$ cat src/rtl/core/tlqc_pkg.sv
package tlqc_pkg;

  localparam int unsigned QUEUE_LIMIT = 255;
  localparam int unsigned QUEUE_CAP   = (QUEUE_LIMIT > 255) ? 255 : QUEUE_LIMIT;

  localparam int unsigned CFG_INDEX_W = 3;
  localparam int unsigned CFG_DATA_W  = 8;

  localparam logic [CFG_INDEX_W-1:0] REG_GREEN_TICKS    = 3'd0;
  localparam logic [CFG_INDEX_W-1:0] REG_YELLOW_TICKS   = 3'd1;
  localparam logic [CFG_INDEX_W-1:0] REG_RED_TICKS      = 3'd2;
  localparam logic [CFG_INDEX_W-1:0] REG_BUSY_THRESHOLD = 3'd3;
  localparam logic [CFG_INDEX_W-1:0] REG_BUSY_EXTENSION = 3'd4;
  localparam logic [CFG_INDEX_W-1:0] REG_CARS_PER_TICK  = 3'd5;

  localparam logic [7:0] GREEN_TICKS_RESET    = 8'd5;
  localparam logic [7:0] YELLOW_TICKS_RESET   = 8'd2;
  localparam logic [7:0] RED_TICKS_RESET      = 8'd4;
  localparam logic [7:0] BUSY_THRESHOLD_RESET = 8'd6;
  localparam logic [5:0] BUSY_EXTENSION_RESET = 6'd2;
  localparam logic [7:0] CARS_PER_TICK_RESET  = 8'd2;

  localparam logic [1:0] OP_TICK  = 2'd0;
  localparam logic [1:0] OP_ADD   = 2'd1;
  localparam logic [1:0] OP_NIGHT = 2'd2;

  localparam logic [1:0] PH_GREEN  = 2'd0;
  localparam logic [1:0] PH_YELLOW = 2'd1;
  localparam logic [1:0] PH_RED    = 2'd2;

  typedef struct packed {
    logic [7:0] green_ticks;
    logic [7:0] yellow_ticks;
    logic [7:0] red_ticks;
    logic [7:0] busy_threshold;
    logic [5:0] busy_extension;
    logic [7:0] cars_per_tick;
  } cfg_t;

  typedef struct packed {
    logic [1:0]  phase;
    logic        green_lamp;
    logic        yellow_lamp;
    logic        red_lamp;
    logic [7:0]  ticks_remaining;
    logic [7:0]  queue_length;
    logic [31:0] passed_count;
    logic [31:0] tick_count;
    logic        night_mode;
    logic        busy_flag;
    logic        rejected;
  } result_t;

endpackage

$ cat src/rtl/core/tlqc_cfg.sv
module tlqc_cfg (
  input  logic                             clk,
  input  logic                             rst,
  input  logic                             cfg_we,
  input  logic [tlqc_pkg::CFG_INDEX_W-1:0] cfg_index,
  input  logic [tlqc_pkg::CFG_DATA_W-1:0]  cfg_data,
  output tlqc_pkg::cfg_t                   cfg
);
  import tlqc_pkg::*;

  always_ff @(posedge clk) begin
    if (rst) begin
      cfg.green_ticks    <= GREEN_TICKS_RESET;
      cfg.yellow_ticks   <= YELLOW_TICKS_RESET;
      cfg.red_ticks      <= RED_TICKS_RESET;
      cfg.busy_threshold <= BUSY_THRESHOLD_RESET;
      cfg.busy_extension <= BUSY_EXTENSION_RESET;
      cfg.cars_per_tick  <= CARS_PER_TICK_RESET;
    end else if (cfg_we) begin
      case (cfg_index)
        REG_GREEN_TICKS:    cfg.green_ticks    <= cfg_data;
        REG_YELLOW_TICKS:   cfg.yellow_ticks   <= cfg_data;
        REG_RED_TICKS:      cfg.red_ticks      <= cfg_data;
        REG_BUSY_THRESHOLD: cfg.busy_threshold <= cfg_data;
        REG_BUSY_EXTENSION: cfg.busy_extension <= cfg_data[5:0];
        REG_CARS_PER_TICK:  cfg.cars_per_tick  <= cfg_data;
        default: ;
      endcase
    end
  end

endmodule

$ cat src/rtl/core/tlqc_core.sv
module tlqc_core (
  input  logic              clk,
  input  logic              rst,
  input  tlqc_pkg::cfg_t    cfg,
  input  logic              in_valid,
  output logic              in_ready,
  input  logic [1:0]        operation,
  input  logic [7:0]        arriving_cars,
  input  logic              res_can_load,
  output logic              res_load,
  output tlqc_pkg::result_t res_data
);
  import tlqc_pkg::*;

  logic        item_valid;
  logic [1:0]  item_op;
  logic [7:0]  item_cars;

  logic [1:0]  light_phase, light_phase_next;
  logic [7:0]  phase_countdown, phase_countdown_next;
  logic [7:0]  waiting_cars, waiting_cars_next;
  logic [31:0] cars_through, cars_through_next;
  logic [31:0] ticks_seen, ticks_seen_next;
  logic        night_active, night_active_next;
  logic        busy_active, busy_active_next;
  logic        blink_lit, blink_lit_next;
  logic        rejected_next;

  logic [7:0]  depart_cnt;
  logic [7:0]  waiting_after;
  logic        busy_after;
  logic [1:0]  phase_follow;
  logic [8:0]  green_sum;
  logic [7:0]  green_len;
  logic [7:0]  follow_len;
  logic [8:0]  add_sum;

  assign res_load = item_valid && res_can_load;
  assign in_ready = !item_valid || res_can_load;

  always_ff @(posedge clk) begin
    if (rst) begin
      item_valid <= 1'b0;
    end else if (in_ready) begin
      item_valid <= in_valid;
    end
  end

  always_ff @(posedge clk) begin
    if (in_valid && in_ready) begin
      item_op   <= operation;
      item_cars <= arriving_cars;
    end
  end

  // departures during a day-mode green tick
  assign depart_cnt    = (waiting_cars > cfg.cars_per_tick) ? cfg.cars_per_tick : waiting_cars;
  assign waiting_after = waiting_cars - depart_cnt;
  assign busy_after    = (light_phase == PH_GREEN && waiting_cars != 8'd0) ?
                         (waiting_after > cfg.busy_threshold) : busy_active;

  always_comb begin
    case (light_phase)
      PH_GREEN:  phase_follow = PH_YELLOW;
      PH_YELLOW: phase_follow = PH_RED;
      default:   phase_follow = PH_GREEN;
    endcase
  end

  assign green_sum = {1'b0, cfg.green_ticks} +
                     (busy_after ? {3'b000, cfg.busy_extension} : 9'd0);
  assign green_len = green_sum[8] ? 8'hFF : green_sum[7:0];

  always_comb begin
    case (phase_follow)
      PH_GREEN:  follow_len = green_len;
      PH_YELLOW: follow_len = cfg.yellow_ticks;
      default:   follow_len = cfg.red_ticks;
    endcase
  end

  assign add_sum = {1'b0, waiting_cars} + {1'b0, item_cars};

  always_comb begin
    light_phase_next     = light_phase;
    phase_countdown_next = phase_countdown;
    waiting_cars_next    = waiting_cars;
    cars_through_next    = cars_through;
    ticks_seen_next      = ticks_seen;
    night_active_next    = night_active;
    busy_active_next     = busy_active;
    blink_lit_next       = blink_lit;
    rejected_next        = 1'b0;
    case (item_op)
      OP_TICK: begin
        ticks_seen_next = ticks_seen + 32'd1;
        if (night_active) begin
          blink_lit_next = !blink_lit;
        end else begin
          if (light_phase == PH_GREEN) begin
            waiting_cars_next = waiting_after;
            cars_through_next = cars_through + {24'd0, depart_cnt};
          end
          busy_active_next = busy_after;
          if (phase_countdown <= 8'd1) begin
            light_phase_next     = phase_follow;
            phase_countdown_next = follow_len;
          end else begin
            phase_countdown_next = phase_countdown - 8'd1;
          end
        end
      end
      OP_ADD: begin
        if (add_sum > 9'(QUEUE_CAP)) begin
          rejected_next = 1'b1;
        end else begin
          waiting_cars_next = add_sum[7:0];
          busy_active_next  = add_sum[7:0] > cfg.busy_threshold;
        end
      end
      OP_NIGHT: begin
        night_active_next = !night_active;
        if (!night_active) begin
          blink_lit_next = 1'b1;
        end else begin
          light_phase_next     = PH_RED;
          phase_countdown_next = cfg.red_ticks;
        end
      end
      default: ;
    endcase
  end

  always_ff @(posedge clk) begin
    if (rst) begin
      light_phase     <= PH_RED;
      phase_countdown <= RED_TICKS_RESET;
      waiting_cars    <= 8'd0;
      cars_through    <= 32'd0;
      ticks_seen      <= 32'd0;
      night_active    <= 1'b0;
      busy_active     <= 1'b0;
      blink_lit       <= 1'b0;
    end else if (res_load) begin
      light_phase     <= light_phase_next;
      phase_countdown <= phase_countdown_next;
      waiting_cars    <= waiting_cars_next;
      cars_through    <= cars_through_next;
      ticks_seen      <= ticks_seen_next;
      night_active    <= night_active_next;
      busy_active     <= busy_active_next;
      blink_lit       <= blink_lit_next;
    end
  end

  always_comb begin
    res_data.phase           = light_phase_next;
    res_data.green_lamp      = !night_active_next && light_phase_next == PH_GREEN;
    res_data.yellow_lamp     = night_active_next ? blink_lit_next :
                               (light_phase_next == PH_YELLOW);
    res_data.red_lamp        = !night_active_next && light_phase_next == PH_RED;
    res_data.ticks_remaining = phase_countdown_next;
    res_data.queue_length    = waiting_cars_next;
    res_data.passed_count    = cars_through_next;
    res_data.tick_count      = ticks_seen_next;
    res_data.night_mode      = night_active_next;
    res_data.busy_flag       = busy_active_next;
    res_data.rejected        = rejected_next;
  end

endmodule

$ cat src/rtl/core/tlqc_out.sv
module tlqc_out (
  input  logic              clk,
  input  logic              rst,
  input  logic              res_load,
  input  tlqc_pkg::result_t res_data,
  output logic              res_can_load,
  output logic              out_valid,
  input  logic              out_ready,
  output tlqc_pkg::result_t res
);
  import tlqc_pkg::*;

  assign res_can_load = !out_valid || out_ready;

  always_ff @(posedge clk) begin
    if (rst) begin
      out_valid <= 1'b0;
    end else if (res_can_load) begin
      out_valid <= res_load;
    end
  end

  always_ff @(posedge clk) begin
    if (res_load) begin
      res <= res_data;
    end
  end

endmodule

$ cat src/rtl/core/traffic_light_queue_controller_top.sv
// Traffic light with a waiting-car queue. Each input transaction (tick, add cars,
// toggle night mode) yields exactly one result transaction carrying lamps,
// countdown, queue length, counters and flags. Throughput is one transaction per
// cycle while out_ready does not hold back results. An accepted transaction is
// held in the input register while the single state-update stage works on it,
// and its result is then written to the result register. A result held by
// out_ready low stalls the input once the input register is occupied.
// Configuration writes take effect at once and should only be made while idle.
module traffic_light_queue_controller_top (
  input  logic                             clk,
  input  logic                             rst,
  input  logic                             cfg_we,
  input  logic [tlqc_pkg::CFG_INDEX_W-1:0] cfg_index,
  input  logic [tlqc_pkg::CFG_DATA_W-1:0]  cfg_data,
  input  logic                             in_valid,
  output logic                             in_ready,
  input  logic [1:0]                       operation,
  input  logic [7:0]                       arriving_cars,
  output logic                             out_valid,
  input  logic                             out_ready,
  output logic [1:0]                       phase,
  output logic                             green_lamp,
  output logic                             yellow_lamp,
  output logic                             red_lamp,
  output logic [7:0]                       ticks_remaining,
  output logic [7:0]                       queue_length,
  output logic [31:0]                      passed_count,
  output logic [31:0]                      tick_count,
  output logic                             night_mode,
  output logic                             busy_flag,
  output logic                             rejected
);
  import tlqc_pkg::*;

  cfg_t    cfg;
  result_t res_data;
  result_t res;
  logic    res_load;
  logic    res_can_load;

  tlqc_cfg u_cfg (
    .clk       (clk),
    .rst       (rst),
    .cfg_we    (cfg_we),
    .cfg_index (cfg_index),
    .cfg_data  (cfg_data),
    .cfg       (cfg)
  );

  tlqc_core u_core (
    .clk           (clk),
    .rst           (rst),
    .cfg           (cfg),
    .in_valid      (in_valid),
    .in_ready      (in_ready),
    .operation     (operation),
    .arriving_cars (arriving_cars),
    .res_can_load  (res_can_load),
    .res_load      (res_load),
    .res_data      (res_data)
  );

  tlqc_out u_out (
    .clk          (clk),
    .rst          (rst),
    .res_load     (res_load),
    .res_data     (res_data),
    .res_can_load (res_can_load),
    .out_valid    (out_valid),
    .out_ready    (out_ready),
    .res          (res)
  );

  assign phase           = res.phase;
  assign green_lamp      = res.green_lamp;
  assign yellow_lamp     = res.yellow_lamp;
  assign red_lamp        = res.red_lamp;
  assign ticks_remaining = res.ticks_remaining;
  assign queue_length    = res.queue_length;
  assign passed_count    = res.passed_count;
  assign tick_count      = res.tick_count;
  assign night_mode      = res.night_mode;
  assign busy_flag       = res.busy_flag;
  assign rejected        = res.rejected;

endmodule

$ cat config.mk
export PLATFORM = sky130hd
export DESIGN_NAME = traffic_light_queue_controller_top
export DESIGN_NICKNAME = d
export VERILOG_FILES = /design/src/rtl/core/tlqc_pkg.sv /design/src/rtl/core/tlqc_cfg.sv /design/src/rtl/core/tlqc_core.sv /design/src/rtl/core/tlqc_out.sv /design/src/rtl/core/traffic_light_queue_controller_top.sv
export SDC_FILE = /design/constraint.sdc
export NUM_CORES = 1
export LEC_CHECK = 0
export BUFFER_PORTS_ARGS = -buffer_cell sky130_fd_sc_hd__buf_2
export CORE_ASPECT_RATIO = 0.5
export CORE_MARGIN = 8
export CORE_UTILIZATION = 50
export DETAILED_ROUTE_END_ITERATION = 12
export PLACE_DENSITY = 0.73
export REMOVE_ABC_BUFFERS = 1
export SLEW_MARGIN = 10
export SYNTH_ARGS = -nofsm -noshare
export SYNTH_HDL_FRONTEND = slang
export SYNTH_SLANG_ARGS = --single-unit
$ cat constraint.sdc
create_clock -name clk -period 9.7 [get_ports clk]
set_clock_uncertainty 0.1 [all_clocks]
set_input_delay 1.455 -clock clk [delete_from_list [all_inputs] [get_ports clk]]
set_output_delay 1.455 -clock clk [all_outputs]
set_load 0.1 [all_outputs]
==> results.json <==
{
  "syn_avg_cell_area_sq_um": 9.207,
  "grt_pass1_vias": 9252,
  "coreArea_sq_um": 23770,
  "drt_iter0_markers": 754,
  "place_area_sq_um": 12870,
  "timing.hold.ws_ps": 354.8,
  "fillers": 2061,
  "post_cts_buffers": 0,
  "relSlewSlack_pct": 26.86,
  "yosysMostFrequentCell": "nand2_1",
  "multi_input_area_sq_um": 6035,
  "crit_buf_inv": 1,
  "antenna-diode-count": 0,
  "hold_path.class": "flop to flop",
  "numCtsBuffers": 22,
  "finalInstanceArea_sq_um": 13590,
  "tns_ps": 0,
  "cp_top_family": "compound AO/OA/AOI/OAI gates",
  "setup_viol": 0,
  "slew_viol_final": 0,
  "worst-r2r-setup-slack_ps": 2510,
  "synth.distinct_cells": 63,
  "die_area_sq_um": 29530,
  "powerDensity_nw_per_um2": 172.1,
  "synth_flop_cell": "dfxtp_1",
  "dp_cells": 1694,
  "synthTopCellsByArea": "edfxtp_1, dfxtp_1, ha_1",
  "period_share_pct": 74.15,
  "syn_inst": 1304,
  "grt_setup_unrepaired": "no",
  "synthToLayoutAreaGrowth_pct": 13.22,
  "cts_max_level": 1,
  "cap_violations": 0,
  "topRoutingLayerUsed": "met4",
  "ir_drop_uv": 85.12,
  "vias": 9701,
  "top_level_ports": 116,
  "cts_resized": 0,
  "synth.largest_area_cell": "edfxtp_1",
  "final_hold_viol_count": 0,
  "synth_area_sq_um": 12010,
  "fmax_mhz": 139.0,
  "period_needed_ps": 7192,
  "route.met3.wl_um": 2061,
  "port_buffers": 115,
  "synth-seq-area-share_pct": 46.69,
  "synth_top_area_share_pct": 24.51,
  "synthTopCellsByCount": "nand2_1, nor2_1, dfxtp_1, a21oi_1, edfxtp_1",
  "die_y_um": 125.6,
  "grt_max_degree": 85,
  "cts_sinks": 231,
  "synthArstFlopShare_pct": 0,
  "gp_congestion": 0.8972,
  "cts_buffer_depth": 3,
  "vias_per_cell": 5.595,
  "critPathMaxStageDelay_ps": 570,
  "yosysWarnings": 0,
  "antenna_found_initial": 0,
  "arrival_ps": 7360,
  "overflow": 0,
  "routedWlPerCell_um": 17.46,
  "nets": 1490,
  "totalWireLength_um": 30280,
  "cpMaxStageDelayCell": "dfxtp_1",
  "drive_gt1_share_pct": 12.97,
  "leakage_nw": 5.232,
  "dp_hpwl_um": 21700,
  "cts_tree": "built",
  "cts-root-buf": "clkbuf_16",
  "worstSetupPathType": "flop to flop",
  "worstSetupStartpointType": "flop",
  "dieWidth_um": 235.2,
  "ys_seq_elements": 231,
  "critPathMaxFanout": 20,
  "cts-hold-fix-buffers": 0,
  "track_usage_pct": 19.79,
  "grt_pass1_wl_um": 48710,
  "fin_cells": 1734,
  "cp.required_ps": 9870,
  "met1Wirelength_um": 14080,
  "end_kind": "flop",
  "synth_edf_count": 98,
  "status": "finished, final reports clean",
  "ff_latch_area_sq_um": 5605,
  "remaining_drc_errors": 0,
  "clkTransAtPathRegs_ps": 70,
  "wl_met2_um": 13480,
  "total_power_mw": 2.340,
  "row_count": 40,
  "worst_pin_slew_ps": 1089,
  "final_antenna_net_count": 0,
  "clock_latency_ps": 530,
  "first_pass_iters": 5,
  "cpMostUsedCell": "ha_1",
  "start_util_pct": 50.51
}
## worst register-to-register path, delay by kind of cell, from the launching register on
family | cells | cell delay [ps]
buffers and inverters | 1 | 250
AO/OA/AOI/OAI | 14 | 3070
XOR/XNOR | 1 | 280
flip-flops | 1 | 570
multiplexers | 1 | 210
adder cells (fa/ha/maj) | 5 | 1560
AND/OR/NAND/NOR | 6 | 890
## final cells by class
cell class / instances / share of cell area [%]
Clock inverter: 7 / 0.5338
Timing Repair Buffer: 128 / 4.970
Inverter: 42 / 1.178
Sequential cell: 231 / 41.23
Multi-Input combinational cell: 978 / 44.39
Clock buffer: 33 / 4.795
Tap cell: 315 / 2.899
## kinds of logic (layout without fill, tap and decap cells)
kind of cell             after synthesis  after routing  share of synthesized area, %
AO/OA/AOI/OAI                        245            245                         12.53
buffers and inverters                 95            210                         3.053
multiplexers                          31             31                         2.636
AND/OR/NAND/NOR                      519            519                         19.59
adder cells (fa/ha/maj)               61             61                         6.607
XOR/XNOR                             122            122                         8.900
flip-flops                           231            231                         46.69
## sequential cells by signal, summed over array words and instances (netlist names), 2 cells and up
name                    cells
u_cfg.cfg                  46
u_core.phase_countdown      8
u_core.ticks_seen          32
u_out.res                  88
u_core.item_op              2
u_core.cars_through        32
u_core.item_cars            8
u_core.waiting_cars         8
u_core.light_phase          2
## path summary, 6_finish.rpt
check / start / to / cells after the start
hold / removal: u_cfg.cfg[4]$_SDFFE_PP0P_ / u_cfg.cfg[4]$_SDFFE_PP0P_ / 2
hold reg to reg: u_cfg.cfg[4]$_SDFFE_PP0P_ / u_cfg.cfg[4]$_SDFFE_PP0P_ / 2
setup reg to reg: u_core.waiting_cars[1]$_SDFFE_PP0P_ / u_out.res[82]$_DFFE_PP_ / 28
setup / recovery: u_core.waiting_cars[1]$_SDFFE_PP0P_ / u_out.res[82]$_DFFE_PP_ / 28
## power breakdown
group | internal [mW] | leakage, nW | switching (mW) | total (mW)
clock network | 0.494 | 0.361 | 0.380 | 0.873
registers | 1.05 | 1.97 | 0.0197 | 1.07
logic | 0.103 | 2.90 | 0.298 | 0.401
total | 1.64 | 5.23 | 0.698 | 2.34
## per-layer routing
| layer | vias to the layer above | global-route usage (%) |
|---|---|---|
| li1 | 4775 | - |
| met1 | 4604 | 27.19 |
| met2 | 283 | 31.79 |
| met3 | 39 | 3.903 |
| met4 | 0 | 4.907 |
| met5 | - | 0 |
## through the flow
stage	setup WS, ps	utilization (%)
2_1_floorplan	2397	-
3_3_place_gp	2734	54.14
3_5_place_dp	2588	54.14
4_1_cts	2596	57.18
5_1_grt	1953	57.18
6_report	2508	57.18
## cells in the final DEF (no fill, tap or decap), drive strengths merged, types with 4 or more instances in the layout
master	instances
nor2b	14
o21a	8
nor4	9
edfxtp	98
inv	42
a21o	17
mux2i	26
o21bai	6
a22oi	5
nand2b	7
o22ai	9
a211oi	10
a21oi	102
or3	21
mux2	5
xor2	53
nor3	37
nand4	14
nor2	155
clkbuf	33
o221ai	4
buf	128
and3	12
xnor2	69
o21ai	46
nand2	185
clkinv	6
and2	13
fa	4
ha	57
and4	4
a31oi	5
dfxtp	133
or2	7
nand3	34
o211ai	6
No activity file was read; power rests on OpenSTA's default activity.
